--- src/rtl/sfd_pkg.sv ---
// Types, symbol codes and register indexes shared by the SLIP frame decoder.
package sfd_pkg;

  localparam int LENGTH_BITS = 12;
  localparam int WAIT_BITS   = 16;
  localparam int CFG_BITS    = 16;

  localparam logic [7:0] SYM_END      = 8'hC0;
  localparam logic [7:0] SYM_ESC      = 8'hDB;
  localparam logic [7:0] SYM_ESC_END  = 8'hDC;
  localparam logic [7:0] SYM_ESC_ESC  = 8'hDD;
  localparam logic [7:0] SYM_ESC_ZERO = 8'hDE;
  localparam logic [7:0] BYTE_ZERO    = 8'h00;

  localparam logic [1:0] KIND_DATA    = 2'd0;
  localparam logic [1:0] KIND_END     = 2'd1;
  localparam logic [1:0] KIND_TIMEOUT = 2'd2;

  localparam logic [1:0] REG_MAX_LENGTH  = 2'd0;
  localparam logic [1:0] REG_TIMEOUT     = 2'd1;
  localparam logic [1:0] REG_ZERO_ESCAPE = 2'd2;

  localparam logic [LENGTH_BITS-1:0] MAX_LENGTH_RESET = LENGTH_BITS'(1006);
  localparam logic [WAIT_BITS-1:0]   TIMEOUT_RESET    = WAIT_BITS'(1000);

  typedef enum logic [1:0] {
    PH_HUNT    = 2'd0,
    PH_FRAME   = 2'd1,
    PH_ESCAPED = 2'd2
  } phase_t;

  typedef struct packed {
    logic       byte_valid;
    logic [7:0] rx_byte;
  } in_item_t;

  typedef struct packed {
    logic [1:0]             kind;
    logic [7:0]             data_byte;
    logic [LENGTH_BITS-1:0] packet_length;
    logic                   last;
  } out_item_t;

  typedef struct packed {
    phase_t                 phase;
    logic [WAIT_BITS-1:0]   wait_count;
    logic [LENGTH_BITS-1:0] stored_count;
  } dec_state_t;

  typedef struct packed {
    logic [LENGTH_BITS-1:0] max_length;
    logic [WAIT_BITS-1:0]   timeout_attempts;
    logic                   zero_escape;
  } cfg_t;

endpackage

--- src/rtl/sfd_step.sv ---
// Combinational decode of one receive attempt against the current decoder state.
module sfd_step import sfd_pkg::*; (
  input  dec_state_t state,
  input  cfg_t       cfg,
  input  in_item_t   item,
  output dec_state_t state_next,
  output logic       res_valid,
  output out_item_t  res
);

  logic [WAIT_BITS-1:0]   limit;
  logic [WAIT_BITS-1:0]   wait_inc;
  logic                   can_store;
  logic [LENGTH_BITS-1:0] stored_inc;

  assign limit      = (cfg.timeout_attempts < WAIT_BITS'(2)) ? WAIT_BITS'(1)
                                                           : cfg.timeout_attempts - WAIT_BITS'(1);
  assign wait_inc   = state.wait_count + WAIT_BITS'(1);
  assign can_store  = state.stored_count < cfg.max_length;
  assign stored_inc = state.stored_count + LENGTH_BITS'(1);

  always_comb begin
    state_next = state;
    res_valid  = 1'b0;
    res        = '0;
    unique case (state.phase)
      PH_FRAME: begin
        if (item.byte_valid) begin
          if (item.rx_byte == SYM_END) begin
            if (state.stored_count != '0) begin
              res_valid              = 1'b1;
              res.kind               = KIND_END;
              res.packet_length      = state.stored_count;
              res.last               = 1'b1;
              state_next.phase        = PH_HUNT;
              state_next.wait_count   = '0;
              state_next.stored_count = '0;
            end
          end else if (item.rx_byte == SYM_ESC) begin
            state_next.phase = PH_ESCAPED;
          end else if (can_store) begin
            res_valid               = 1'b1;
            res.kind                = KIND_DATA;
            res.data_byte           = item.rx_byte;
            state_next.stored_count = stored_inc;
          end
        end
      end
      PH_ESCAPED: begin
        if (item.byte_valid) begin
          state_next.phase = PH_FRAME;
          res.kind         = KIND_DATA;
          case (item.rx_byte)
            SYM_ESC_END:  res.data_byte = SYM_END;
            SYM_ESC_ESC:  res.data_byte = SYM_ESC;
            default:      res.data_byte = BYTE_ZERO;
          endcase
          if (can_store && (item.rx_byte == SYM_ESC_END || item.rx_byte == SYM_ESC_ESC ||
              (item.rx_byte == SYM_ESC_ZERO && cfg.zero_escape))) begin
            res_valid               = 1'b1;
            state_next.stored_count = stored_inc;
          end
        end
      end
      default: begin
        if (item.byte_valid && item.rx_byte == SYM_END) begin
          state_next.phase        = PH_FRAME;
          state_next.wait_count   = '0;
          state_next.stored_count = '0;
        end else begin
          state_next.phase = PH_HUNT;
          if (wait_inc >= limit) begin
            state_next.wait_count = '0;
            res_valid             = 1'b1;
            res.kind              = KIND_TIMEOUT;
            res.last              = 1'b1;
          end else begin
            state_next.wait_count = wait_inc;
          end
        end
      end
    endcase
  end

endmodule

--- src/rtl/sfd_out_stage.sv ---
// Result register that holds one decoded result until the downstream transfer.
module sfd_out_stage import sfd_pkg::*; (
  input  logic      clk,
  input  logic      rst,
  input  logic      load,
  input  out_item_t load_item,
  output logic      slot_free,
  output logic      out_valid,
  input  logic      out_ready,
  output out_item_t out_item
);

  assign slot_free = !out_valid || out_ready;

  always_ff @(posedge clk) begin
    if (rst) begin
      out_valid <= 1'b0;
    end else if (load) begin
      out_valid <= 1'b1;
    end else if (out_ready) begin
      out_valid <= 1'b0;
    end
  end

  always_ff @(posedge clk) begin
    if (load) begin
      out_item <= load_item;
    end
  end

endmodule

--- src/rtl/slip_frame_decoder_core.sv ---
// Top level of the SLIP frame decoder: input register, decoder state and result stage.
// An accepted attempt waits in the input register, and its decoded result is held in the result register.
// Throughput: one receive attempt per cycle while the result register has room; otherwise the attempt waits.
// The input register can refill in the same cycle that the result register is loaded.
// Synchronous reset returns to hunting with zero counts and the default register values.
module slip_frame_decoder_core import sfd_pkg::*; (
  input  logic                clk,
  input  logic                rst,
  input  logic                in_valid,
  output logic                in_ready,
  input  in_item_t            in_item,
  output logic                out_valid,
  input  logic                out_ready,
  output out_item_t           out_item,
  input  logic                cfg_we,
  input  logic [1:0]          cfg_index,
  input  logic [CFG_BITS-1:0] cfg_data
);

  logic       in_full;
  in_item_t   in_reg;
  dec_state_t state;
  dec_state_t state_next;
  cfg_t       cfg;
  logic       res_valid;
  out_item_t  res;
  logic       slot_free;
  logic       advance;

  assign advance  = in_full && slot_free;
  assign in_ready = !in_full || advance;

  always_ff @(posedge clk) begin
    if (rst) begin
      in_full <= 1'b0;
    end else if (in_valid && in_ready) begin
      in_full <= 1'b1;
    end else if (advance) begin
      in_full <= 1'b0;
    end
  end

  always_ff @(posedge clk) begin
    if (in_valid && in_ready) begin
      in_reg <= in_item;
    end
  end

  always_ff @(posedge clk) begin
    if (rst) begin
      state <= '{phase: PH_HUNT, wait_count: '0, stored_count: '0};
    end else if (advance) begin
      state <= state_next;
    end
  end

  always_ff @(posedge clk) begin
    if (rst) begin
      cfg <= '{max_length: MAX_LENGTH_RESET, timeout_attempts: TIMEOUT_RESET,
               zero_escape: 1'b0};
    end else if (cfg_we) begin
      unique case (cfg_index)
        REG_MAX_LENGTH:  cfg.max_length       <= cfg_data[LENGTH_BITS-1:0];
        REG_TIMEOUT:     cfg.timeout_attempts <= cfg_data[WAIT_BITS-1:0];
        REG_ZERO_ESCAPE: cfg.zero_escape      <= cfg_data[0];
        default: ;
      endcase
    end
  end

  sfd_step u_step (
    .state      (state),
    .cfg        (cfg),
    .item       (in_reg),
    .state_next (state_next),
    .res_valid  (res_valid),
    .res        (res)
  );

  sfd_out_stage u_out (
    .clk       (clk),
    .rst       (rst),
    .load      (advance && res_valid),
    .load_item (res),
    .slot_free (slot_free),
    .out_valid (out_valid),
    .out_ready (out_ready),
    .out_item  (out_item)
  );

  // Hunting always begins with an empty packet count.
  a_hunt_empty: assert property (@(posedge clk) disable iff (rst)
    state.phase == PH_HUNT |-> state.stored_count == '0)
    else $error("stored count not zero while hunting");

  // The hunt counter is cleared on entry to a frame and untouched inside it.
  a_frame_wait_clear: assert property (@(posedge clk) disable iff (rst)
    state.phase != PH_HUNT |-> state.wait_count == '0)
    else $error("wait count not zero inside a frame");

  // A produced result reaches the result register on the next edge.
  a_result_loaded: assert property (@(posedge clk) disable iff (rst)
    advance && res_valid |=> out_valid && out_item == $past(res))
    else $error("result not loaded into the output register");

  // A held item waits in the input register until the result stage has room.
  a_input_held: assert property (@(posedge clk) disable iff (rst)
    in_full && !slot_free |=> in_full && $stable(in_reg) && $stable(state))
    else $error("input item or state changed while stalled");

endmodule

--- config.mk ---
export PLATFORM = sky130hd
export DESIGN_NAME = slip_frame_decoder_core
export DESIGN_NICKNAME = d
export VERILOG_FILES = /design/src/rtl/sfd_pkg.sv /design/src/rtl/sfd_step.sv /design/src/rtl/sfd_out_stage.sv /design/src/rtl/slip_frame_decoder_core.sv
export SDC_FILE = /design/constraint.sdc
export NUM_CORES = 1
export LEC_CHECK = 0
export ABC_AREA = 1
export BUFFER_PORTS_ARGS = -buffer_cell sky130_fd_sc_hd__buf_2
export CAP_MARGIN = 10
export CORE_MARGIN = 2
export CORE_UTILIZATION = 45
export DETAILED_ROUTE_END_ITERATION = 10
export PLACE_DENSITY = 0.73
export SLEW_MARGIN = 15
export SYNTH_ARGS = -nofsm -noshare
export SYNTH_HDL_FRONTEND = slang
export SYNTH_SLANG_ARGS = --single-unit
--- constraint.sdc ---
create_clock -name clk -period 2.9 [get_ports clk]
set_input_delay 0.29 -clock clk [delete_from_list [all_inputs] [get_ports clk]]
set_output_delay 0.29 -clock clk [all_outputs]
set_load 0.02 [all_outputs]
# Word-level counts from Yosys, hierarchy flattened
# Cells that the tools add are included.
[totals] ff_bits=93 inputBits=32 output_inout_bits=25 wordCells=110
[op_classes] addsub=3 magnitude_cmp=3 eq_ne=18 n_mux=47 bitwise=1 reduce_logical=24
[ops] operator="2-to-1 mux 12 bit" n=6
[ops] operator="2-to-1 mux 30 bit" n=2
[ops] operator="2-to-1 mux 16 bit" n=3
[ops] operator="equality test 8 bit (second input constant)" n=5
[ops] operator="2-to-1 mux 8 bit" n=4
[ops] operator="case mux 16 bit (2 select lines)" n=1
[ops] operator="case mux 8 bit (2 select lines)" n=2
[ops] operator="2-to-1 mux 13 bit" n=2
[ops] operator="case mux 12 bit (2 select lines)" n=1
[ops] operator="2-to-1 mux 23 bit" n=1
[ops] operator="2-to-1 mux 17 bit" n=1
[ops] operator="adder 16 x 1 -> 16 bit (second input constant)" n=1
[ops] operator="greater-or-equal comparator 16 bit" n=1
[ops] operator="< comparator 16 x 2 -> 1 bit (second input constant)" n=1
[ops] operator="subtractor 16 x 1 -> 16 bit (second input constant)" n=1
[ops] operator="2-to-1 mux 1 bit" n=15
[ops] operator="adder 12 x 1 -> 12 bit (second input constant)" n=1
[ops] operator="< comparator 12 bit" n=1
[ops] operator="nonzero test 12 bit" n=1
[ops] operator="2-to-1 mux 2 bit" n=5
[ops] operator="AND reduction 5 bit" n=2
[ops] operator="case mux 2 bit (2 select lines)" n=2
[ops] operator="AND reduction 8 bit" n=1
[ops] operator="logical AND 1 bit" n=6
[ops] operator="other kinds (16)" n=30

# Depth between registers and ports, before layout
[depth] ltp_word=9 depth_mapped=23 depth_no_buf=23

# Cells and area by module
# Synthesis repeated with hierarchy kept, for this count alone.
[hier_totals] hier_cells=904 area_unflattened_um2=6132.1
[by_module_without_submodules] mod="sfd_step" n_inst=1 cells_each=565 area_per_inst_um2=2907.8 seq_area_each_um2=0.0
[by_module_without_submodules] mod="slip_frame_decoder_core" n_inst=1 cells_each=311 area_per_inst_um2=2491.1 seq_area_each_um2=1471.4
[by_module_without_submodules] mod="sfd_out_stage" n_inst=1 cells_each=28 area_per_inst_um2=733.2 seq_area_each_um2=710.7

# Worst setup path before layout
# No wires, ideal clock.
[synth_path] path_type="reg2reg" startpoint="register, netlist name cfg[1]" endpoint="register, netlist name u_out.out_item[0]" setup_time_ns=0.378 t_arrival_ns=2.845 required_ns=2.522 slack_ns=-0.323 stages_incl_launch_ff=21 n_path_buf=0 period_less_slack_ns=3.223 cell_sequence="dfxtp_1 > inv_1 > ha_1 > nand2_1 > nor2_1 > inv_1 > nor2_1 > inv_1 > nor2_1 > nand2_1 > nand2_1 > nand3_1 > ha_1 > nand2_1 > nor3_1 > nand3_1 > nand3_1 > nand2_1 > nand2_1 > nand2_1 > inv_1"
[synth_via] elab_chain_cells=7 word_cells_on_any_way=8 cone_classes="1 x add/sub; 2 x order compare; 4 x mux; 1 x reduce/logical"
[synth_lines] element="subtractor 16 x 1 -> 16 bit or < comparator 16 x 2 -> 1 bit (tied branches)" line="sfd_step.sv:17, sfd_step.sv:16"
[synth_lines] element="2-to-1 mux 16 bit (*)" line="sfd_step.sv:16" source="assign limit = (cfg.timeout_attempts < WAIT_BITS'(2)) ? WAIT_BITS'(1)"
[synth_lines] element="greater-or-equal comparator 16 bit (*)" line="sfd_step.sv:72" source="if (wait_inc >= limit) begin"
[synth_lines] element="2-to-1 mux 1 bit (*)" line="sfd_step.sv:72"
[synth_lines] element="2-to-1 mux 1 bit (*)" line="sfd_step.sv:66" source="if (item.byte_valid && item.rx_byte == SYM_END) begin"
[synth_lines] element="case mux 1 bit (2 select lines) (*)" line="sfd_step.sv:26" source="unique case (state.phase)"
[synth_lines] element="logical AND 1 bit (*)" line="slip_frame_decoder_core.sv:83" source=".load (advance && res_valid),"
[synth_lines] element="via u_out.load" line="sfd_out_stage.sv:5" source="input logic load,"
# The timed path passes the listed nets; every way through them passes the cells marked *.
# A chain may end at the register's enable or synchronous reset.

# Worst setup path in the final report
[layout_path] startpoint="register, netlist name cfg[4]" endpoint="register, netlist name u_out.out_item[7]"
[layout_via] elab_chain_cells=7 word_cells_on_any_way=8 cone_classes="1 x add/sub; 2 x order compare; 4 x mux; 1 x reduce/logical"
[layout_lines] element="subtractor 16 x 1 -> 16 bit or < comparator 16 x 2 -> 1 bit (tied branches)" line="sfd_step.sv:17, sfd_step.sv:16"
[layout_lines] element="2-to-1 mux 16 bit (*)" line="sfd_step.sv:16"
[layout_lines] element="greater-or-equal comparator 16 bit (*)" line="sfd_step.sv:72"
[layout_lines] element="2-to-1 mux 1 bit (*)" line="sfd_step.sv:72"
[layout_lines] element="2-to-1 mux 1 bit (*)" line="sfd_step.sv:66"
[layout_lines] element="case mux 1 bit (2 select lines) (*)" line="sfd_step.sv:26"
[layout_lines] element="logical AND 1 bit (*)" line="slip_frame_decoder_core.sv:83"
[layout_lines] element="via u_out.load" line="sfd_out_stage.sv:5"
# Marks and branches as above.

==> results.txt <==
Max Slew Vio Count - 0
Layout Cells excl Fill - 953
Num rows - 40
Clk buf depth - 2
R2r setup slk - -0.07 ns
Largest cells by area after synthesis - dfxtp_1, edfxtp_1, nand2_1, ha_1, inv_1
Max rail drop VDD - 0.231 mV
CP endpoint - u_out.out_item[7]$_SDFFCE_PN0P_
Pin count of the biggest net entering global routing - 24
Via-per-instance ratio - 5.18
Share of cells above drive strength 1 - 30.1%
Dpl cells - 924
Status - finished, violations left
CP required - 3.02 ns
Max capacitance violation total - 0
Post-synth ARST share - 0%
Vias in the first global route - 4505
Post-route ant nets - 0
Synth top cells by count - nand2_1, inv_1, dfxtp_1, nor2_1, a21oi_1
Placed cell area - 6110 µm²
CTS tree - built
Syn_area_per_cell - 7.70 µm²
Layout Nets - 866
Syn Nets - 767
Worst R2R End - u_out.out_item[7]$_SDFFCE_PN0P_
Power per cell area - 452 nW/µm²
Max Clock Skew - 0.00589 ns
Max reg flops - 30
Initial DRT Pass Iterations - 5
First-pass GRT wire length - 20900 µm
# fillers - 1002
Worst Setup Start Kind - register
Synthesized cell area - 5400 µm²
Total wire length - 13300 µm
Seq/Total Area, Yosys - 40.4%
CTS HTree Levels - 3
Residual DRC - 0
Starting DRT DRC Count - 304
Initial antenna violation count - 1
RePlAce Congestion - 0.868
Total Power - 3.11 mW
Achievable Freq - 337 MHz
Post-synthesis cell count - 702
Top flop regs - state x30, cfg x29, u_out.out_item x23
Tcrit/Tclk final - 102%
Setup Viol. Count Final - 38
Critical path arrival - 3.09 ns
Antenna cells - 0
Crit Reg-Reg Startpoint - cfg[4]$_SDFFE_PP1P_
Failing checks - negative setup slack
Leading area contributor after synthesis - dfxtp_1
P&R area growth vs syn - 27.2%
Largest reg by FF count - state
Worst-path clk slew - 0.07 ns
Unrepaired setup endpoints after global routing - yes
HPWL after DPL - 9240 µm
GR Util All Layers - 20.1%
Die area - 12900 µm²
Die X - 114 µm
Min Tclk post-route - 2.97 ns
Library cells used by synthesis - 47
Setup TNS - -1.61 ns
Worst setup path class - reg -> reg
Finished Cell Area - 6870 µm²
Hold Slack - 0.113 ns
Relative slew margins - 53.2%
Min-delay worst type - in -> reg
Synth warn - 0
Clock root cell - clkbuf_16
Synth top area share - 22.6%
Final WS setup - -0.0662 ns
Worst-Skew Late Latency - 0.35 ns
Wire per inst - 13.9 µm
Sink Count - 93
Most frequent cell after synthesis - nand2_1
Port bufs - 56
Core area - 11900 µm²
I/O pins - 57
Register bit total from synthesis - 93
Fin. Hold Viols - 0
CTS Hold Buffers Added - 0
Die Span Y - 114 µm
Slew @ Worst Pin - 0.701 ns
Crit path max fanout - 6
Crit path launch - cfg[4]$_SDFFE_PP1P_
Post-synth EDFFs - 32
Element type at the critical path end - register
Leakage - 3.04 nW
CTS Buf Count - 9
Initial Util - 45.6%
Overall via count from detail_route - 4933
Total grt overflow - 0
R2R depth - 24
Top FF cell, synth - dfxtp_1
[where the power goes]
| group | total, mW | internal, mW | switching (mW) | leakage, nW |
|---|---|---|---|---|
| logic | 0.369 | 0.144 | 0.225 | 2.05 |
| registers | 1.41 | 1.38 | 0.0310 | 0.829 |
| clock network | 1.32 | 0.769 | 0.554 | 0.157 |
| total | 3.11 | 2.30 | 0.810 | 3.04 |
[stage by stage]
step	setup slack (ns)	utilization, %
2_1_floorplan	0.00513	-
3_3_place_gp	-0.0348	51.5
3_5_place_dp	-0.137	51.5
4_1_cts	-0.0358	55.0
5_1_grt	-0.253	58.0
6_report	-0.0662	58.0
[cell usage in the layout (no fill, tap or decap), types with 4 or more instances in the layout]
master	count
ha_1	26
buf_4	41
nand3_1	46
inv_2	10
nor3_1	7
xnor2_1	4
or2_2	4
dfxtp_1	50
nand4_1	12
a21oi_1	42
dfxtp_2	11
nor2_4	9
edfxtp_1	32
nand2_1	152
nand2_2	7
nor2_1	53
a21oi_2	19
xor2_1	4
buf_2	56
inv_1	77
nand3_2	10
ha_4	6
o21ai_1	5
inv_6	4
clkbuf_16	12
nor2_2	20
o211ai_1	13
o21ai_0	27
[cells by family (layout without fill, tap and decap cells)]
family          after synthesis  count (layout)  share of synthesized area, %
xor+xnor                     13              13                          2.38
buf+inv                     108             212                          7.94
fa+ha+maj                    33              33                          7.64
compound gates              116             116                          12.2
flops                        93              93                          40.4
simple gates                339             339                          29.4
[how the worst min path moves through the flow]
stage,from,to,slack [ns],cells after the start
after floorplan,rst,state[27]$_SDFFE_PP0P_,0.35,1
after global placement,cfg[21]$_SDFFE_PP0P_,cfg[21]$_SDFFE_PP0P_,0.45,2
after detailed placement,cfg[21]$_SDFFE_PP0P_,cfg[21]$_SDFFE_PP0P_,0.45,2
after CTS,in_item[3],in_reg[3]$_DFFE_PP_,0.11,1
after global routing,in_item[3],in_reg[3]$_DFFE_PP_,0.11,1
final,in_item[3],in_reg[3]$_DFFE_PP_,0.11,1
[metal layers]
layer | global-route usage, % | up-vias | wire length (µm) | share of wire, %
li1 | - | 2517 | - | -
met1 | 26.7 | 2280 | 5980 | 45
met5 | 0 | - | 13 | 0.098
met2 | 32.7 | 114 | 6430 | 48
met3 | 4.46 | 20 | 645 | 4.9
met4 | 6.50 | 2 | 206 | 1.6
[critical path: stages (launching register included)]
cell and delay (ns):
dfxtp_2 0.32, nor2_2 0.11, and3_1 0.18, nand2_1 0.07, inv_1 0.07, nand2_1 0.06, inv_2 0.06, nand2_2 0.05
inv_2 0.09, nand2_4 0.07, inv_2 0.07, nand3_1 0.08, nand3_2 0.11, ha_4 0.21, nand2_1 0.07, inv_1 0.05
nor2_1 0.10, o21ai_1 0.08, a21oi_2 0.13, nand3_2 0.11, nand2_2 0.09, nand2_2 0.07, nand2_4 0.07, clkinvlp_4 0.19
clkbuf_16 0.22
[repair_timing]
action / CTS / global route
pin swaps: 10 / 26
setup endpoints to repair: 23 / 42
buffers inserted: 4 / 5
gates resized for setup: 11 / 63
gates cloned: 1 / 3
hold endpoints to repair: 0 / 0
[cell type report]
| class | count | area (µm²) | area share (%) |
|---|---|---|---|
| clock buffer | 9 | 225 | 3.28 |
| clock inverter | 7 | 103 | 1.49 |
| inverter | 92 | 354 | 5.15 |
| multi-input combinational | 501 | 3090 | 44.9 |
| sequential | 93 | 2200 | 31.9 |
| tap | 147 | 184 | 2.68 |
| timing repair buffer | 104 | 726 | 10.6 |
(Power assumes the default switching activity.)
